$ cat src/rtl/bba_pkg.sv
// Shared constants for the binary buddy allocator.
// Used by the interfaces and the top level; depends on nothing.
`default_nettype none

package bba_pkg;

    // Tree shape: leaves are nodes LEAF_BLOCKS .. 2*LEAF_BLOCKS-1.
    localparam int LEAF_BLOCKS = 64;
    localparam int LEAF_LOG2   = $clog2(LEAF_BLOCKS);
    localparam int NODE_COUNT  = 2 * LEAF_BLOCKS;
    localparam int NODE_AW     = $clog2(NODE_COUNT);
    localparam int DEPTH_W     = $clog2(LEAF_LOG2 + 1);

    // Field widths.
    localparam int ADDR_W   = 48;
    localparam int BYTES_W  = 32;
    localparam int CMD_W    = 2;
    localparam int STAT_W   = 2;
    localparam int LOG2_W   = 5;
    localparam int CIDX_W   = 2;
    localparam int CDATA_W  = 48;

    // Largest effective minimum block exponent.
    localparam logic [LOG2_W-1:0] MAX_MIN_LOG2 = 5'd16;
    localparam logic [LOG2_W-1:0] RESET_MIN_LOG2 = 5'd4;

    // Commands.
    localparam logic [CMD_W-1:0] CMD_ALLOC = 2'd0;
    localparam logic [CMD_W-1:0] CMD_FREE  = 2'd1;
    localparam logic [CMD_W-1:0] CMD_QUERY = 2'd2;

    // Result status codes.
    localparam logic [STAT_W-1:0] STAT_OK        = 2'd0;
    localparam logic [STAT_W-1:0] STAT_NO_FIT    = 2'd1;
    localparam logic [STAT_W-1:0] STAT_OUTSIDE   = 2'd2;
    localparam logic [STAT_W-1:0] STAT_NOT_ALLOC = 2'd3;

    // Configuration register indexes.
    localparam logic [CIDX_W-1:0] REG_ARENA_BASE     = 2'd0;
    localparam logic [CIDX_W-1:0] REG_MIN_BLOCK_LOG2 = 2'd1;

endpackage

`default_nettype wire

$ cat src/rtl/bba_if.sv
// Valid/ready channel interfaces for the allocator's command and result words.
// Depends on bba_pkg for the field widths.
`default_nettype none

interface bba_in_if;
    logic                         valid;
    logic                         ready;
    logic [bba_pkg::CMD_W-1:0]    command;
    logic [bba_pkg::BYTES_W-1:0]  request_bytes;
    logic [bba_pkg::ADDR_W-1:0]   address;

    modport source (output valid, command, request_bytes, address, input ready);
    modport sink   (input valid, command, request_bytes, address, output ready);
endinterface

interface bba_out_if;
    logic                         valid;
    logic                         ready;
    logic [bba_pkg::ADDR_W-1:0]   address_out;
    logic [bba_pkg::BYTES_W-1:0]  block_bytes;
    logic [bba_pkg::STAT_W-1:0]   status;

    modport source (output valid, address_out, block_bytes, status, input ready);
    modport sink   (input valid, address_out, block_bytes, status, output ready);
endinterface

`default_nettype wire

$ cat src/rtl/binary_buddy_allocator.sv
// Binary buddy allocator over a tree of one-bit node marks kept in a small RAM.
// Depends on bba_pkg, the channel interfaces in bba_if and the RAM bba_ram.
//
// The block takes one command word at a time and answers each with exactly one
// result word. After reset it writes the initial marks into the node RAM and
// accepts no command until that pass ends; configuration writes are taken at
// any time. Every mark read goes through the single read port of the node RAM,
// one read issued per cycle with the data arriving in the following cycle, under
// one sequencer. An allocate first sizes the request, then searches the tree
// depth first, reading each node it visits and stepping back where a subtree
// has no room, then marks the path from the granted node up to the root used.
// A free or query first checks the address, then climbs from the leaf to the
// first used node; a free then releases that node and merges it with each free
// buddy. Results sit in an output register, so the next command is taken while
// a result waits.
`default_nettype none

module binary_buddy_allocator (
    input  wire logic                          clk,
    input  wire logic                          rst_n,
    bba_in_if.sink                             in_ch,
    bba_out_if.source                          out_ch,
    input  wire logic                          cfg_we,
    input  wire logic [bba_pkg::CIDX_W-1:0]    cfg_index,
    input  wire logic [bba_pkg::CDATA_W-1:0]   cfg_wdata
);

    localparam int AW = bba_pkg::NODE_AW;
    localparam int DW = bba_pkg::DEPTH_W;
    localparam int LW = bba_pkg::LOG2_W;

    // Sequencer states.
    localparam logic [4:0] ST_INIT   = 5'd0;
    localparam logic [4:0] ST_IDLE   = 5'd1;
    localparam logic [4:0] ST_SIZE   = 5'd2;
    localparam logic [4:0] ST_DFS_RN = 5'd3;
    localparam logic [4:0] ST_DFS_RL = 5'd4;
    localparam logic [4:0] ST_DFS_RR = 5'd5;
    localparam logic [4:0] ST_DFS_EV = 5'd6;
    localparam logic [4:0] ST_TGT_EV = 5'd7;
    localparam logic [4:0] ST_BACK   = 5'd8;
    localparam logic [4:0] ST_CLR    = 5'd9;
    localparam logic [4:0] ST_CHK1   = 5'd10;
    localparam logic [4:0] ST_CHK2   = 5'd11;
    localparam logic [4:0] ST_CL_RD  = 5'd12;
    localparam logic [4:0] ST_CL_EV  = 5'd13;
    localparam logic [4:0] ST_FR_WR  = 5'd14;
    localparam logic [4:0] ST_FR_EV  = 5'd15;
    localparam logic [4:0] ST_DONE   = 5'd16;

    // Configuration registers.
    logic [bba_pkg::ADDR_W-1:0] arena_base_reg;
    logic [LW-1:0]              min_log2_reg;

    // Sequencer and working registers.
    logic [4:0]                  state_reg, state_next;
    logic [AW-1:0]               init_reg, init_next;
    logic [AW-1:0]               node_reg, node_next;
    logic [DW-1:0]               depth_reg, depth_next;
    logic [DW-1:0]               td_reg, td_next;
    logic [LW-1:0]               wl_reg, wl_next;
    logic [LW-1:0]               e_reg, e_next;
    logic                        mn_reg, mn_next;
    logic                        ml_reg, ml_next;
    logic [bba_pkg::CMD_W-1:0]   cmd_reg, cmd_next;
    logic [bba_pkg::BYTES_W-1:0] req_reg, req_next;
    logic [bba_pkg::ADDR_W-1:0]  addr_reg, addr_next;
    logic [bba_pkg::ADDR_W:0]    diff_reg, diff_next;

    // Result being built and the output register.
    logic [bba_pkg::ADDR_W-1:0]  res_addr_reg, res_addr_next;
    logic [bba_pkg::BYTES_W-1:0] res_bytes_reg, res_bytes_next;
    logic [bba_pkg::STAT_W-1:0]  res_status_reg, res_status_next;
    logic                        out_valid_reg, out_valid_next;
    logic [bba_pkg::ADDR_W-1:0]  out_addr_reg, out_addr_next;
    logic [bba_pkg::BYTES_W-1:0] out_bytes_reg, out_bytes_next;
    logic [bba_pkg::STAT_W-1:0]  out_status_reg, out_status_next;

    // Node RAM port.
    logic          ram_we;
    logic [AW-1:0] ram_waddr;
    logic          ram_wdata;
    logic [AW-1:0] ram_raddr;
    logic          ram_rdata;

    // Derived values.
    logic                        in_fire;
    logic [LW-1:0]               e_eff;
    logic [LW-1:0]               top_log2;
    logic [AW-1:0]               child_l;
    logic [AW-1:0]               child_r;
    logic [32:0]                 want_pow;
    logic [AW-1:0]               off_mask;
    logic [bba_pkg::ADDR_W-1:0]  alloc_addr;
    logic [bba_pkg::ADDR_W-1:0]  arena_len;
    logic [bba_pkg::ADDR_W-1:0]  leaf_off;
    logic [LW-1:0]               td_full;

    assign in_fire  = in_ch.valid && in_ch.ready;
    assign e_eff    = (min_log2_reg > bba_pkg::MAX_MIN_LOG2) ? bba_pkg::MAX_MIN_LOG2
                                                            : min_log2_reg;
    assign top_log2 = e_reg + LW'(bba_pkg::LEAF_LOG2);
    assign child_l  = {node_reg[AW-2:0], 1'b0};
    assign child_r  = {node_reg[AW-2:0], 1'b1};
    assign want_pow = 33'(1) << wl_reg;
    assign td_full  = top_log2 - wl_reg;
    assign off_mask = (AW'(1) << td_reg) - AW'(1);
    assign alloc_addr = arena_base_reg
                      + (bba_pkg::ADDR_W'(node_reg & off_mask) << wl_reg);
    assign arena_len = bba_pkg::ADDR_W'(1) << top_log2;
    assign leaf_off  = diff_reg[bba_pkg::ADDR_W-1:0] >> e_reg;

    // Configuration write port.
    always_ff @(posedge clk or negedge rst_n)
    begin
        if (!rst_n)
        begin
            arena_base_reg <= '0;
            min_log2_reg   <= bba_pkg::RESET_MIN_LOG2;
        end
        else if (cfg_we)
        begin
            unique case (cfg_index)
                bba_pkg::REG_ARENA_BASE:
                begin
                    arena_base_reg <= cfg_wdata[bba_pkg::ADDR_W-1:0];
                end
                bba_pkg::REG_MIN_BLOCK_LOG2:
                begin
                    min_log2_reg <= cfg_wdata[LW-1:0];
                end
                default:
                begin
                end
            endcase
        end
    end

    // Sequencer next-state logic and RAM port control.
    always_comb
    begin
        state_next      = state_reg;
        init_next       = init_reg;
        node_next       = node_reg;
        depth_next      = depth_reg;
        td_next         = td_reg;
        wl_next         = wl_reg;
        e_next          = e_reg;
        mn_next         = mn_reg;
        ml_next         = ml_reg;
        cmd_next        = cmd_reg;
        req_next        = req_reg;
        addr_next       = addr_reg;
        diff_next       = diff_reg;
        res_addr_next   = res_addr_reg;
        res_bytes_next  = res_bytes_reg;
        res_status_next = res_status_reg;
        ram_we          = 1'b0;
        ram_waddr       = node_reg;
        ram_wdata       = 1'b0;
        ram_raddr       = node_reg;

        unique case (state_reg)
            ST_INIT:
            begin
                // Every mark starts free except the unused node zero.
                ram_we    = 1'b1;
                ram_waddr = init_reg;
                ram_wdata = (init_reg != '0);
                init_next = init_reg + AW'(1);
                if (init_reg == AW'(bba_pkg::NODE_COUNT - 1))
                begin
                    state_next = ST_IDLE;
                end
            end
            ST_IDLE:
            begin
                if (in_fire)
                begin
                    cmd_next        = in_ch.command;
                    req_next        = in_ch.request_bytes;
                    addr_next       = in_ch.address;
                    e_next          = e_eff;
                    wl_next         = e_eff;
                    res_addr_next   = '0;
                    res_bytes_next  = '0;
                    res_status_next = bba_pkg::STAT_OK;
                    if (in_ch.command == bba_pkg::CMD_ALLOC)
                    begin
                        state_next = ST_SIZE;
                    end
                    else if ((in_ch.command == bba_pkg::CMD_FREE ||
                              in_ch.command == bba_pkg::CMD_QUERY) &&
                             in_ch.address != '0)
                    begin
                        state_next = ST_CHK1;
                    end
                    else
                    begin
                        state_next = ST_DONE;
                    end
                end
            end
            ST_SIZE:
            begin
                // Grow the block exponent until it covers the request, or fail if it outgrows the arena.
                if (wl_reg > top_log2)
                begin
                    res_status_next = bba_pkg::STAT_NO_FIT;
                    state_next      = ST_DONE;
                end
                else if (want_pow < {1'b0, req_reg})
                begin
                    wl_next = wl_reg + LW'(1);
                end
                else
                begin
                    td_next    = td_full[DW-1:0];
                    node_next  = AW'(1);
                    depth_next = '0;
                    state_next = ST_DFS_RN;
                end
            end
            ST_DFS_RN:
            begin
                ram_raddr = node_reg;
                state_next = (depth_reg == td_reg) ? ST_TGT_EV : ST_DFS_RL;
            end
            ST_DFS_RL:
            begin
                ram_raddr  = child_l;
                mn_next    = ram_rdata;
                state_next = ST_DFS_RR;
            end
            ST_DFS_RR:
            begin
                ram_raddr  = child_r;
                ml_next    = ram_rdata;
                state_next = ST_DFS_EV;
            end
            ST_DFS_EV:
            begin
                // A used node with both children free is allocated whole.
                if (!mn_reg && ml_reg && ram_rdata)
                begin
                    state_next = ST_BACK;
                end
                else
                begin
                    node_next  = child_l;
                    depth_next = depth_reg + DW'(1);
                    state_next = ST_DFS_RN;
                end
            end
            ST_TGT_EV:
            begin
                if (ram_rdata)
                begin
                    res_addr_next  = alloc_addr;
                    res_bytes_next = want_pow[bba_pkg::BYTES_W-1:0];
                    state_next     = ST_CLR;
                end
                else
                begin
                    state_next = ST_BACK;
                end
            end
            ST_BACK:
            begin
                // Try the right sibling, or climb while coming from the right; at the root the request does not fit.
                if (node_reg == AW'(1))
                begin
                    res_status_next = bba_pkg::STAT_NO_FIT;
                    state_next      = ST_DONE;
                end
                else if (!node_reg[0])
                begin
                    node_next  = node_reg | AW'(1);
                    state_next = ST_DFS_RN;
                end
                else
                begin
                    node_next  = node_reg >> 1;
                    depth_next = depth_reg - DW'(1);
                end
            end
            ST_CLR:
            begin
                // Mark the granted node and its ancestors used.
                ram_we    = 1'b1;
                ram_waddr = node_reg;
                ram_wdata = 1'b0;
                if (node_reg == AW'(1))
                begin
                    state_next = ST_DONE;
                end
                else
                begin
                    node_next = node_reg >> 1;
                end
            end
            ST_CHK1:
            begin
                diff_next  = {1'b0, addr_reg} - {1'b0, arena_base_reg};
                state_next = ST_CHK2;
            end
            ST_CHK2:
            begin
                if (diff_reg[bba_pkg::ADDR_W] ||
                    diff_reg[bba_pkg::ADDR_W-1:0] >= arena_len)
                begin
                    res_status_next = bba_pkg::STAT_OUTSIDE;
                    state_next      = ST_DONE;
                end
                else
                begin
                    node_next  = {1'b1, leaf_off[bba_pkg::LEAF_LOG2-1:0]};
                    state_next = ST_CL_RD;
                end
            end
            ST_CL_RD:
            begin
                ram_raddr  = node_reg;
                state_next = ST_CL_EV;
            end
            ST_CL_EV:
            begin
                // Climb through free nodes to the first used one; a free root means the address is not allocated.
                if (ram_rdata)
                begin
                    if (node_reg == AW'(1))
                    begin
                        res_status_next = bba_pkg::STAT_NOT_ALLOC;
                        state_next      = ST_DONE;
                    end
                    else
                    begin
                        node_next  = node_reg >> 1;
                        wl_next    = wl_reg + LW'(1);
                        state_next = ST_CL_RD;
                    end
                end
                else
                begin
                    res_bytes_next = want_pow[bba_pkg::BYTES_W-1:0];
                    state_next = (cmd_reg == bba_pkg::CMD_FREE) ? ST_FR_WR : ST_DONE;
                end
            end
            ST_FR_WR:
            begin
                // Release the node and look at its buddy.
                ram_we    = 1'b1;
                ram_waddr = node_reg;
                ram_wdata = 1'b1;
                ram_raddr = node_reg ^ AW'(1);
                state_next = (node_reg == AW'(1)) ? ST_DONE : ST_FR_EV;
            end
            ST_FR_EV:
            begin
                if (ram_rdata)
                begin
                    node_next  = node_reg >> 1;
                    state_next = ST_FR_WR;
                end
                else
                begin
                    state_next = ST_DONE;
                end
            end
            ST_DONE:
            begin
                if (!out_valid_reg || out_ch.ready)
                begin
                    state_next = ST_IDLE;
                end
            end
            default:
            begin
                state_next = ST_IDLE;
            end
        endcase
    end

    // Output register: loaded when a result is done and the slot is free or being taken.
    always_comb
    begin
        out_valid_next  = out_valid_reg && !out_ch.ready;
        out_addr_next   = out_addr_reg;
        out_bytes_next  = out_bytes_reg;
        out_status_next = out_status_reg;
        if (state_reg == ST_DONE && (!out_valid_reg || out_ch.ready))
        begin
            out_valid_next  = 1'b1;
            out_addr_next   = res_addr_reg;
            out_bytes_next  = res_bytes_reg;
            out_status_next = res_status_reg;
        end
    end

    // Control state.
    always_ff @(posedge clk or negedge rst_n)
    begin
        if (!rst_n)
        begin
            state_reg     <= ST_INIT;
            init_reg      <= '0;
            out_valid_reg <= 1'b0;
        end
        else
        begin
            state_reg     <= state_next;
            init_reg      <= init_next;
            out_valid_reg <= out_valid_next;
        end
    end

    // Working and payload registers.
    always_ff @(posedge clk)
    begin
        node_reg       <= node_next;
        depth_reg      <= depth_next;
        td_reg         <= td_next;
        wl_reg         <= wl_next;
        e_reg          <= e_next;
        mn_reg         <= mn_next;
        ml_reg         <= ml_next;
        cmd_reg        <= cmd_next;
        req_reg        <= req_next;
        addr_reg       <= addr_next;
        diff_reg       <= diff_next;
        res_addr_reg   <= res_addr_next;
        res_bytes_reg  <= res_bytes_next;
        res_status_reg <= res_status_next;
        out_addr_reg   <= out_addr_next;
        out_bytes_reg  <= out_bytes_next;
        out_status_reg <= out_status_next;
    end

    // Node mark store.
    bba_ram #(
        .WIDTH (1),
        .DEPTH (bba_pkg::NODE_COUNT)
    ) u_marks (
        .clk   (clk),
        .we    (ram_we),
        .waddr (ram_waddr),
        .wdata (ram_wdata),
        .raddr (ram_raddr),
        .rdata (ram_rdata)
    );

    // Channel outputs.
    assign in_ch.ready        = (state_reg == ST_IDLE);
    assign out_ch.valid       = out_valid_reg;
    assign out_ch.address_out = out_addr_reg;
    assign out_ch.block_bytes = out_bytes_reg;
    assign out_ch.status      = out_status_reg;

    // The mark store is never written while waiting for a command.
    assert property (@(posedge clk) disable iff (!rst_n)
        (state_reg == ST_IDLE || state_reg == ST_DONE) |-> !ram_we)
        else $error("mark store written outside a command");

    // The search never goes below the target level.
    assert property (@(posedge clk) disable iff (!rst_n)
        (state_reg == ST_DFS_RN || state_reg == ST_DFS_EV) |-> depth_reg <= td_reg)
        else $error("tree search passed target level");

    // A command is followed by a busy cycle.
    assert property (@(posedge clk) disable iff (!rst_n)
        in_fire |=> !in_ch.ready)
        else $error("second command taken while busy");

    // A granted or sized block is a power of two.
    assert property (@(posedge clk) disable iff (!rst_n)
        (out_valid_reg && out_bytes_reg != '0) |-> $onehot(out_bytes_reg))
        else $error("block size not a power of two");

    // The walk never addresses the unused node zero.
    assert property (@(posedge clk) disable iff (!rst_n)
        (state_reg == ST_CLR || state_reg == ST_FR_WR || state_reg == ST_CL_RD)
        |-> node_reg != '0)
        else $error("walk reached node zero");

endmodule

`default_nettype wire

$ cat src/rtl/bba_ram.sv
// Generic single-write, single-read RAM with registered read data.
// Stand-alone; used for the allocator's node mark store.
`default_nettype none

module bba_ram #(
    parameter int WIDTH = 1,
    parameter int DEPTH = 128
) (
    input  wire logic                     clk,
    input  wire logic                     we,
    input  wire logic [$clog2(DEPTH)-1:0] waddr,
    input  wire logic [WIDTH-1:0]         wdata,
    input  wire logic [$clog2(DEPTH)-1:0] raddr,
    output logic      [WIDTH-1:0]         rdata
);

    logic [WIDTH-1:0] mem [DEPTH];

    // Write port and registered read port.
    always_ff @(posedge clk)
    begin
        if (we)
        begin
            mem[waddr] <= wdata;
        end
        rdata <= mem[raddr];
    end

endmodule

`default_nettype wire
$ cat src/flat_wrapper.sv
// flat-port wrapper written by rule: the top's interface ports become plain ports
module binary_buddy_allocator_flat 
  (clk, rst_n, cfg_we, cfg_index, cfg_wdata, in_ch_valid, in_ch_command, in_ch_request_bytes, in_ch_address, in_ch_ready, out_ch_valid, out_ch_address_out, out_ch_block_bytes, out_ch_status, out_ch_ready);
  bba_in_if in_ch_i ();
  bba_out_if out_ch_i ();
  input  wire logic clk;
  input  wire logic rst_n;
  input  wire logic cfg_we;
  input  wire logic [bba_pkg::CIDX_W-1:0] cfg_index;
  input  wire logic [bba_pkg::CDATA_W-1:0] cfg_wdata;
  input wire logic [$bits(in_ch_i.valid)-1:0] in_ch_valid;
  input wire logic [$bits(in_ch_i.command)-1:0] in_ch_command;
  input wire logic [$bits(in_ch_i.request_bytes)-1:0] in_ch_request_bytes;
  input wire logic [$bits(in_ch_i.address)-1:0] in_ch_address;
  output wire logic [$bits(in_ch_i.ready)-1:0] in_ch_ready;
  output wire logic [$bits(out_ch_i.valid)-1:0] out_ch_valid;
  output wire logic [$bits(out_ch_i.address_out)-1:0] out_ch_address_out;
  output wire logic [$bits(out_ch_i.block_bytes)-1:0] out_ch_block_bytes;
  output wire logic [$bits(out_ch_i.status)-1:0] out_ch_status;
  input wire logic [$bits(out_ch_i.ready)-1:0] out_ch_ready;
  assign in_ch_i.valid = in_ch_valid;
  assign in_ch_i.command = in_ch_command;
  assign in_ch_i.request_bytes = in_ch_request_bytes;
  assign in_ch_i.address = in_ch_address;
  assign in_ch_ready = in_ch_i.ready;
  assign out_ch_valid = out_ch_i.valid;
  assign out_ch_address_out = out_ch_i.address_out;
  assign out_ch_block_bytes = out_ch_i.block_bytes;
  assign out_ch_status = out_ch_i.status;
  assign out_ch_i.ready = out_ch_ready;
  binary_buddy_allocator u_core (.clk(clk), .rst_n(rst_n), .in_ch(in_ch_i), .out_ch(out_ch_i), .cfg_we(cfg_we), .cfg_index(cfg_index), .cfg_wdata(cfg_wdata));
endmodule
$ cat config.mk
export PLATFORM = sky130hd
export DESIGN_NAME = binary_buddy_allocator_flat
export DESIGN_NICKNAME = d
export VERILOG_FILES = /design/src/rtl/bba_pkg.sv /design/src/rtl/bba_if.sv /design/src/rtl/binary_buddy_allocator.sv /design/src/rtl/bba_ram.sv /design/src/flat_wrapper.sv
export SDC_FILE = /design/constraint.sdc
export NUM_CORES = 1
export LEC_CHECK = 0
export ABC_CLOCK_PERIOD_IN_PS = 7700
export BUFFER_PORTS_ARGS = -buffer_cell sky130_fd_sc_hd__buf_2
export CELL_PAD_IN_SITES_DETAIL_PLACEMENT = 1
export CELL_PAD_IN_SITES_GLOBAL_PLACEMENT = 1
export CORE_UTILIZATION = 34
export DETAILED_ROUTE_END_ITERATION = 8
export PLACE_DENSITY = 0.69
export SYNTH_ARGS = -nofsm -noshare
export SYNTH_HDL_FRONTEND = slang
export SYNTH_SLANG_ARGS = --single-unit
$ cat constraint.sdc
create_clock -name clk -period 7.7 [get_ports clk]
set_clock_uncertainty 0.05 [all_clocks]
set_input_delay 0.385 -clock clk [delete_from_list [all_inputs] [get_ports clk]]
set_output_delay 0.385 -clock clk [all_outputs]
set_load 0.02 [all_outputs]
==> results of run 1 <==
-- logic make-up after synthesis --
logic type | share of synthesized area [%]
AOI/OAI and AO/OA | 14.0
xor gates and xnor gates | 3.00
adders and majority gates | 7.51
buffers and inverters | 3.81
DFF | 52.3
muxes | 4.07
and+or+nand+nor | 15.3
-- cells in the final DEF, fill, tap and decap left out, types with 14 or more instances in the layout --
cell type,netlist,layout
a211oi_1,46,46
a21o_1,82,81
a21oi_1,149,148
a31oi_1,23,23
and2_0,22,22
and2_1,21,21
and3_1,23,22
buf_2,21,220
buf_4,7,18
clkbuf_1,81,19
clkbuf_16,0,57
dfrtp_1,65,65
dlygate4sd3_1,0,120
edfxtp_1,448,448
ha_1,167,167
inv_1,135,135
mux2_2,20,21
mux2i_1,40,38
mux4_2,24,24
nand2_1,301,301
nand2b_1,25,25
nand3_1,47,46
nand4_1,37,37
nor2_1,341,341
nor2b_1,31,30
nor3_1,39,38
nor4_1,20,20
o211ai_1,14,14
o21a_1,20,20
o21ai_0,123,123
o21bai_1,15,15
o22ai_1,17,16
or2_2,15,15
xnor2_1,64,64
xor2_1,35,35
-- repair_timing --
item	CTS	global route
endpoints found under the hold margin	127	0
hold buffers	120	0
endpoints found under the setup margin	0	0
-- per-layer routing --
layer	vias up	wire length [um]	global-route usage (%)
li1	10500	-	-
met1	11200	39600	27.1
met2	649	45500	36.8
met3	178	5710	4.14
met4	2	3130	7.37
met5	-	13	0
-- worst min-delay path, stage by stage --
cell	delay [ps]
buf_2	80
nand2_1	90
o21ai_0	110
-- path summary, 6_finish.rpt --
path                                                end  depth (start not counted)
max in group asynchronous        u_core.min_log2_reg[1]                          3
max reg2reg                     u_core.res_addr_reg[47]                         20
min in group asynchronous     u_core.arena_base_reg[47]                          2
min reg2reg                u_core.out_ch.address_out[9]                          0
max                             u_core.res_addr_reg[47]                         20
min                           u_core.arena_base_reg[29]                          3
-- layout make-up --
class	count	area [sq um]
Clock buffer	83	1590
Inverter	138	518
Tap cell	1134	1420
Multi-Input combinational cell	1931	12800
Clock inverter	23	305
Fill cell	9296	49700
Timing Repair Buffer	358	2440
Sequential cell	515	15100
-- where the power goes --
group / total, mW / internal, mW / switching (mW)
combinational: 0.807 / 0.330 / 0.478
clock: 2.80 / 1.64 / 1.15
sequential: 3.13 / 3.08 / 0.0469
==> results.py, run 1 <==
metrics = {
    "hold_path": {
        "hp-class": "in -> reg",
        "hold_path_startpoint": "cfg_wdata[29]",
    },
    "floorplanning": {
        "core-area_sq_um": 83800,
        "rows": 106,
        "dieArea_sq_um": 86200,
        "num_io_pins": 221,
        "die_width_um": 294,
        "start_util_pct": 34.5,
        "die_y_um": 294,
    },
    "global_route": {
        "grt_max_degree": 129,
        "antenna_found_initial": 1,
        "grt_pass1_vias": 24000,
        "grt_pass1_wl_um": 143000,
        "grt_overflow_total": 0,
        "grt_usage_pct": 21.6,
    },
    "synth": {
        "synth.avg_cell_area_sq_um": 10.7,
        "synth_flop_cell": "edfxtp_1",
        "syn_nets": 3019,
        "synth_area_leaders": "edfxtp_1 47%, ha_1 7.2%, dfrtp_1 5.6%",
        "synth_edf_count": 448,
        "ys_seq_area_share_pct": 52.3,
        "synth_top_area_share_pct": 46.5,
        "yosysWarnings": 0,
        "syn_inst": 2711,
        "synth_area_leader_cell": "edfxtp_1",
        "async_flop_share_pct": 12.8,
        "syn_area_sq_um": 28900,
        "synth.distinct_cells": 89,
        "synth_common_cells": "448 x edfxtp_1, 341 x nor2_1, 301 x nand2_1",
        "ys_seq_elements": 515,
        "synth.most_common_cell": "edfxtp_1",
    },
    "outcome": {
        "outcome": "finished clean",
    },
    "worst_setup_path": {
        "endpoint_kind": "flip-flop",
        "cp_num_buf_inv": 0,
        "worstPathRequired_ps": 8110,
        "max_stage_delay_ps": 560,
        "critPathLaunch": "u_core.td_reg[2]",
        "path_cells": "or3_1, ha_1, xnor2_1, and3_1, o21ai_0, or3_1, nor2_1, a21oi_1, o22ai_1, nor2b_1, ha_1, a21oi_1, nand2_1, a221o_1, o2111ai_1, nand3_1, a311oi_2, nor2_1, a31o_2, a21oi_1",
        "worstSetupStartpointType": "flip-flop",
        "crit_arrival_ps": 6400,
        "worstSetupPathType": "reg -> reg",
        "critPathMaxFanout": 11,
        "worst-r2r-setup-slack_ps": 1710,
        "cp_common_cell": "a21oi_1",
        "path_delay_family": "compound AO/OA/AOI/OAI gates",
        "reg2reg_from": "u_core.td_reg[2]",
        "slowest_stage": "edfxtp_1",
    },
    "run": {
        "cap_violations": 0,
    },
    "sta": {
        "timing.final.crit_period_ps": 5990,
        "rsz0062_at_grt": "false",
        "finalHoldViolations": 0,
        "setup_tns_ps": 0,
        "relSlewSlack_pct": 25.1,
        "finalSetupViolCount": 0,
        "fmax_mhz": 167,
        "fin_ws_ps": 1710,
        "slew_violations": 0,
        "period_share_pct": 77.8,
        "worst_pin_slew_ps": 1120,
        "hold_ws_ps": 42.2,
    },
    "placed_design": {
        "port_buffers": 220,
        "pre_cts_ws_ps": 1780,
        "gp_congestion": 0.888,
        "hpwl_um": 67500,
        "dp.cells": 3956,
        "dpl_cell_area_sq_um": 31000,
    },
    "clock_tree": {
        "clock-sinks": 515,
        "root_buffer": "clkbuf_16",
        "clk_latency_ps": 630,
        "postCtsSetupRepairBufs": 0,
        "cts.path.max_buffers": 3,
        "cts_tree": "done",
        "ctsResizeCount": 0,
        "htreeDepth": 2,
        "numCtsBuffers": 56,
        "clkSlewWorstSetupHoldPaths_ps": 60,
    },
    "power": {
        "leakage_nw": 12.7,
        "powerDensity_nw_per_um2": 197,
        "ir_drop_v": 0.000183,
        "power.total_mw": 6.73,
    },
    "routing": {
        "routed_wirelength_um": 94000,
        "vias_per_cell": 5.37,
        "wl_per_cell_um": 22.5,
        "antenna_left": 0,
        "drc_errors": 0,
        "drtIter0Drc": 1306,
        "vias": 22500,
        "drtPass1Iterations": 5,
    },
    "finish": {
        "largest_register_ffs": 128,
        "final_nets": 3308,
        "diodes": 0,
        "utilization_pct": 40.7,
        "final_cells": 4182,
        "synthToLayoutAreaGrowth_pct": 18.2,
        "fin_area_sq_um": 34200,
        "drive_gt1_share_pct": 13.8,
    },
}
Power figures use the tool's default switching activity.
==> inputs of run 2 (changes only) <==
--- a/config.mk
+++ b/config.mk
@@ -5,13 +5,13 @@
 export SDC_FILE = /design/constraint.sdc
 export NUM_CORES = 1
 export LEC_CHECK = 0
-export ABC_CLOCK_PERIOD_IN_PS = 7700
+export ABC_CLOCK_PERIOD_IN_PS = 4820
 export BUFFER_PORTS_ARGS = -buffer_cell sky130_fd_sc_hd__buf_2
 export CELL_PAD_IN_SITES_DETAIL_PLACEMENT = 1
 export CELL_PAD_IN_SITES_GLOBAL_PLACEMENT = 1
 export CORE_UTILIZATION = 34
 export DETAILED_ROUTE_END_ITERATION = 8
-export PLACE_DENSITY = 0.69
+export PLACE_DENSITY = 0.71
 export SYNTH_ARGS = -nofsm -noshare
 export SYNTH_HDL_FRONTEND = slang
 export SYNTH_SLANG_ARGS = --single-unit
==> constraint.sdc (replaced) <==
create_clock -name clk -period 4.82 [get_ports clk]
set_clock_uncertainty 0.05 [all_clocks]
set_input_delay 0.241 -clock clk [delete_from_list [all_inputs] [get_ports clk]]
set_output_delay 0.241 -clock clk [all_outputs]
set_load 0.02 [all_outputs]
==> run 2 against run 1 <==
  * The run now ends with negative hold slack, negative setup slack left
  * Utilization up 1.9 points
  * Die area unchanged
  * Fmax up 24%
  * Non-clock buffer count up 143
  * Design area up 4.8%
  * Critical path depth up 3
  * Sequential power up 60%
  * Via count up 3.2%
  * Combinational power up 76%
  * Register-to-register slack worse by 1700 ps
  * Final cell count up 3.4%
  * Flip-flop and latch count unchanged
  * Largest cell class unchanged
  * Largest power group unchanged
  * Highest routed layer unchanged
==> results.py, run 2 (synthesized netlist as in run 1, its figures left out) <==
metrics = {
    "outcome": {
        "outcome": "finished with violations",
        "violations": "negative hold slack, negative setup slack",
    },
    "floorplanning": {
        "die_y_um": 294,
        "core-area_sq_um": 83800,
        "start_util_pct": 34.5,
        "dieArea_sq_um": 86200,
        "rows": 106,
        "die_width_um": 294,
        "num_io_pins": 221,
    },
    "clock_tree": {
        "clk_latency_ps": 630,
        "root_buffer": "clkbuf_16",
        "cts_tree": "done",
        "cts.path.max_buffers": 3,
        "htreeDepth": 2,
        "clkSlewWorstSetupHoldPaths_ps": 70,
        "numCtsBuffers": 57,
        "clock-sinks": 515,
    },
    "placed_design": {
        "gp_congestion": 0.912,
        "port_buffers": 220,
        "hpwl_um": 67900,
    },
    "finish": {
        "mostFrequentLayoutCells": "448 x edfxtp_1, 332 x nor2_1, 300 x nand2_1, 219 x buf_2, 159 x ha_1",
        "utilization_pct": 42.7,
        "synthToLayoutAreaGrowth_pct": 23.8,
        "final_common_cell": "edfxtp_1",
        "final_nets": 3452,
        "largest_register_ffs": 128,
        "drive_gt1_share_pct": 19.7,
        "seqCellArea_sq_um": 15100,
        "nFillCells": 9221,
        "multi_input_area_sq_um": 13300,
    },
    "worst_setup_path": {
        "reg2reg_from": "u_core.td_reg[1]",
        "path_cells": "or3_4, ha_4, buf_6, mux2i_2, o21ai_1, nand2_1, o21ai_2, o21ai_2, mux2_4, buf_4, o22ai_2, ha_1, buf_6, nand4_1, nor3_4, nand4_1, a21oi_2, o21ai_4, buf_6, a21o_4, a211oi_2, xnor2_1, nor2_1",
        "cp_common_cell": "buf_6",
        "critPathLaunch": "u_core.td_reg[1]",
        "path_delay_family": "compound AO/OA/AOI/OAI gates",
        "cp.depth": 23,
        "reg2reg_depth": 23,
        "endpoint_kind": "flip-flop",
        "crit_end": "u_core.res_addr_reg[42]",
        "critPathMaxFanout": 5,
        "r2r_end": "u_core.res_addr_reg[42]",
        "slowest_stage": "or3_4",
        "cp_num_buf_inv": 4,
        "worstSetupStartpointType": "flip-flop",
        "worstSetupPathType": "reg -> reg",
        "worst-r2r-setup-slack_ps": -20,
        "max_stage_delay_ps": 430,
        "worstPathRequired_ps": 5130,
        "crit_arrival_ps": 5150,
    },
    "global_route": {
        "grt_pass1_vias": 24100,
        "grt_overflow_total": 0,
        "grt_pass1_wl_um": 143000,
        "grt_util_met1_pct": 25.4,
        "use_met3_pct": 2.66,
        "antenna_found_initial": 5,
        "grt_usage_pct": 21.5,
        "grt_max_degree": 96,
        "busiest_layer": "met2",
        "grt.met2_usage_pct": 39.5,
    },
    "routing": {
        "vias_per_cell": 5.36,
        "drc_errors": 0,
        "vias": 23200,
        "antenna_left": 0,
        "wl_per_cell_um": 22.0,
        "drtPass1Iterations": 8,
        "drtIter0Drc": 1254,
        "routed_wirelength_um": 95100,
    },
    "sta": {
        "setup_tns_ps": -23.7,
        "rsz0062_at_grt": "true",
        "slew_violations": 0,
        "worst_pin_slew_ps": 1100,
        "relSlewSlack_pct": 26.4,
        "fin_ws_ps": -23.7,
        "fmax_mhz": 206,
        "finalSetupViolCount": 1,
        "hold_ws_ps": -4.89,
        "finalHoldViolations": 1,
        "period_share_pct": 100,
        "timing.final.crit_period_ps": 4840,
    },
    "run": {
        "cap_violations": 0,
    },
    "hold_path": {
        "hp-class": "in -> reg",
    },
    "power": {
        "powerDensity_nw_per_um2": 299,
        "ir_drop_v": 0.000251,
        "leakage_nw": 13.5,
    },
}
-- run 2: changes by cell type in the layout (fill, tap and decap cells not counted), sizes merged --
cell	before	now
buf	238	369
dlygate4sd3	120	132
bufinv	6	2
clkbuf	83	86
diode	0	1
inv	138	139
-- run 2: timing repair --
action / CTS / global route
hold buffers: 132 / 0
setup buffers: 2 / 17
pin swaps: 10 / 52
hold endpoints to repair: 200 / 0
resized for setup: 20 / 98
endpoints found under the setup margin: 25 / 28
-- run 2: layout make-up --
class | instances | area share [%]
multi-input combinational | 1931 | 37.1
antenna | 1 | 0.00699
inverter | 138 | 1.45
sequential | 515 | 42.3
timing repair buffer | 501 | 10.1
tap | 1134 | 3.97
clock inverter | 20 | 0.486
clock buffer | 86 | 4.60
-- run 2: report_power, final --
group          switching (mW)  internal, mW  total [mW]
clock network            1.82          2.46        4.28
logic                   0.807         0.609        1.42
registers              0.0860          4.92        5.01
-- run 2: how the worst min path moves through the flow --
stage                       from                        end  slack [ps]  cells after the start
floorplan                  rst_n   u_core.arena_base_reg[0]        -100                      0
global placement           rst_n  u_core.arena_base_reg[44]          -6                      1
detailed placement         rst_n  u_core.arena_base_reg[44]          -3                      1
CTS                 out_ch_ready        u_core.out_ch.valid          20                      3
global route        out_ch_ready        u_core.out_ch.valid          40                      3
finish              out_ch_ready        u_core.out_ch.valid          -5                      3
-- run 2: worst reg2reg max path, cell delays in order (launching register included) --
cell	delay [ps]
edfxtp_1	410
or3_4	430
ha_4	190
buf_6	130
mux2i_2	180
o21ai_1	120
nand2_1	130
o21ai_2	100
o21ai_2	170
mux2_4	200
buf_4	120
o22ai_2	60
ha_1	390
buf_6	120
nand4_1	170
nor3_4	190
nand4_1	160
a21oi_2	270
o21ai_4	130
buf_6	130
a21o_4	240
a211oi_2	270
xnor2_1	170
nor2_1	70
-- run 2: metrics by stage --
step	worst slack, ps	cell area (sq um)	total power [mW]	instances
after floorplan	120	28900	5.87	2711
after CTS	21.4	35200	10.7	4308
after detailed placement	-375	32000	6.34	4068
final	-23.7	35800	10.7	4326
after global placement	-154	32000	6.31	4068
after global routing	-201	35800	11.1	4325
-- run 2: layer usage --
layer	vias to the layer above	share of wire [%]	routed length, um
met5	-	0.060	57
met4	8	4.0	3760
met3	191	4.3	4050
met2	664	52	49200
met1	11500	40	38100
li1	10800	-	-
==> inputs of run 3 (changes only) <==
--- a/config.mk
+++ b/config.mk
@@ -11,6 +11,8 @@
 export CELL_PAD_IN_SITES_GLOBAL_PLACEMENT = 1
 export CORE_UTILIZATION = 34
 export DETAILED_ROUTE_END_ITERATION = 8
+export HOLD_SLACK_MARGIN = 0.02
+export MAX_ROUTING_LAYER = met4
 export PLACE_DENSITY = 0.71
 export SYNTH_ARGS = -nofsm -noshare
 export SYNTH_HDL_FRONTEND = slang
==> run 3 against run 2 <==
  * Critical endpoint is now u_core.res_addr_reg[36]
  * Design area down 0.41%
  * Clock power grew 9.1%
  * Sequential share of layout area is 0.18 points higher
  * Critical path depth unchanged
  * Global-route usage up 0.75 points
  * The flow now finishes without violations
  * Total power grew 3.4%
  * Via count shrank 0.25%
  * Critical path type unchanged
  * Highest routed layer is now met4
==> results.py, run 3 (synthesized netlist as in run 1, its figures left out) <==
metrics = {
    "placed_design": {
        "dpl_cell_area_sq_um": 32000,
        "hpwl_um": 67400,
        "dp.cells": 4069,
        "gp_congestion": 0.916,
        "port_buffers": 220,
    },
    "worst_setup_path": {
        "critPathMaxFanout": 7,
        "path_cells": "or3_4, ha_4, nor2_1, mux2i_1, o21ai_1, nand2_2, o21ai_2, buf_4, mux2i_1, buf_4, o22a_1, buf_4, nor2b_4, ha_4, buf_4, or2_2, a21oi_2, a21oi_1, a31oi_2, a21oi_2, o31a_1, o32ai_2, mux2i_1",
        "slowest_stage": "edfxtp_1",
        "worstPathRequired_ps": 5240,
        "crit_arrival_ps": 5140,
        "worstSetupStartpointType": "flip-flop",
        "cp_common_cell": "buf_4",
        "path_delay_family": "compound AO/OA/AOI/OAI gates",
        "endpoint_kind": "flip-flop",
        "max_stage_delay_ps": 410,
        "cp_num_buf_inv": 4,
        "worstSetupPathType": "reg -> reg",
    },
    "floorplanning": {
        "die_width_um": 294,
        "die_y_um": 294,
        "core-area_sq_um": 83800,
        "num_io_pins": 221,
        "rows": 106,
        "start_util_pct": 34.5,
        "dieArea_sq_um": 86200,
    },
    "sta": {
        "worst_pin_slew_ps": 1130,
        "timing.final.crit_period_ps": 4710,
        "relSlewSlack_pct": 24.8,
        "period_share_pct": 97.8,
        "fmax_mhz": 212,
        "finalHoldViolations": 0,
        "finalSetupViolCount": 0,
        "slew_violations": 0,
        "hold_ws_ps": 135,
    },
    "routing": {
        "top_layer_used": "met4",
        "wl_met2_um": 49300,
        "wl_per_cell_um": 22.0,
        "wl_met1_um": 37700,
        "routed_wirelength_um": 94900,
        "vias_per_cell": 5.35,
        "drtPass1Iterations": 5,
        "vias": 23100,
        "antenna_left": 0,
        "met3_length_um": 4070,
        "drtIter0Drc": 1380,
        "drc_errors": 0,
    },
    "global_route": {
        "grt_max_degree": 129,
        "antenna_found_initial": 5,
        "grt_overflow_total": 0,
        "grt_usage_pct": 22.2,
        "grt_pass1_wl_um": 143000,
        "grt_pass1_vias": 24400,
    },
    "clock_tree": {
        "numCtsBuffers": 57,
        "clock-sinks": 515,
        "cts_tree": "done",
        "htreeDepth": 2,
        "clk_latency_ps": 630,
        "clkSlewWorstSetupHoldPaths_ps": 70,
        "root_buffer": "clkbuf_16",
        "cts.path.max_buffers": 3,
    },
    "finish": {
        "mostFrequentLayoutCells": "448 x edfxtp_1, 335 x nor2_1, 299 x nand2_1, 219 x buf_2, 162 x ha_1",
        "final_common_cell": "edfxtp_1",
        "drive_gt1_share_pct": 18.8,
        "final_nets": 3441,
        "final_cells": 4318,
        "largest_register_ffs": 128,
        "synthToLayoutAreaGrowth_pct": 23.3,
        "fin_area_sq_um": 35600,
    },
    "outcome": {
        "outcome": "finished clean",
    },
    "hold_path": {
        "hp-class": "in -> reg",
    },
    "power": {
        "power.total_mw": 11.1,
        "ir_drop_v": 0.000289,
        "leakage_nw": 13.5,
        "powerDensity_nw_per_um2": 311,
    },
    "run": {
        "cap_violations": 0,
    },
}
==> run 3: changes by cell type in the layout (fill, tap and decap cells not counted), sizes merged <==
cell / delta
clkbuf: -16
buf: -12
clkinv: +10
bufinv: +6
clkinvlp: +2
diode: +1
dlygate4sd3: +1
==> run 3: final timing paths <==
check                                   startpoint                            end  slack (ps)  depth (start not counted)
min in group asynchronous                    rst_n      u_core.arena_base_reg[41]         340                          3
min                                    in_ch_valid              u_core.cmd_reg[0]         130                          2
max                               u_core.td_reg[2]        u_core.res_addr_reg[36]         110                         23
min reg2reg                u_core.res_addr_reg[38]  u_core.out_ch.address_out[38]         370                          0
max reg2reg                       u_core.td_reg[2]        u_core.res_addr_reg[36]         110                         23
max in group asynchronous                    rst_n            u_core.out_ch.valid        3760                          3
==> run 3: worst reg2reg max path, delay by kind of cell, from the launching register on <==
family	cells	cell delay [ps]
flops	1	410
buf+inv	4	600
simple gates	5	1020
mux	3	360
compound gates	9	1700
fa+ha+maj	2	410
==> run 3: metal layers <==
metal | vias to the layer above | track usage [%]
met2 | 712 | 40.1
li1 | 10800 | -
met4 | 0 | 8.36
met3 | 192 | 2.38
met1 | 11500 | 25.2
met5 | - | -
==> run 3: power by group <==
group          total [mW]  leakage [nW]  internal, mW  switching [mW]
Combinational        1.39          8.06         0.586           0.802
Clock                4.67         0.973          2.76            1.91
Sequential           5.01          4.44          4.92          0.0834
==> run 3: stage by stage <==
stage          TNS (ps)  setup slack (ps)  utilization (%)
6_report              0               106             42.5
5_1_grt           -52.3             -28.1             42.5
4_1_cts               0              27.4             42.2
3_5_place_dp      -2140              -252             38.2
3_3_place_gp       -673              -177             38.2
2_1_floorplan         0               120                -
==> run 3: area by class of cell <==
class                   instances  area, sq um
clock inverters                38          419
diodes                          2         5.00
clock buffers                  70         1580
well taps                    1134         1420
flip-flops and latches        515        15100
fillers                      9307        48200
inverters                     138          518
multi-input cells            1931        13000
repair buffers                490         3530
==> run 3: repair_timing <==
| item | in CTS | in global routing |
|---|---|---|
| hold buffers | 133 | 0 |
| endpoints found under the hold margin | 201 | 0 |
| setup buffers | 0 | 6 |
| endpoints found under the setup margin | 20 | 26 |
| gates cloned | 0 | 0 |
| pin swaps | 3 | 27 |
| gates resized for setup | 13 | 61 |
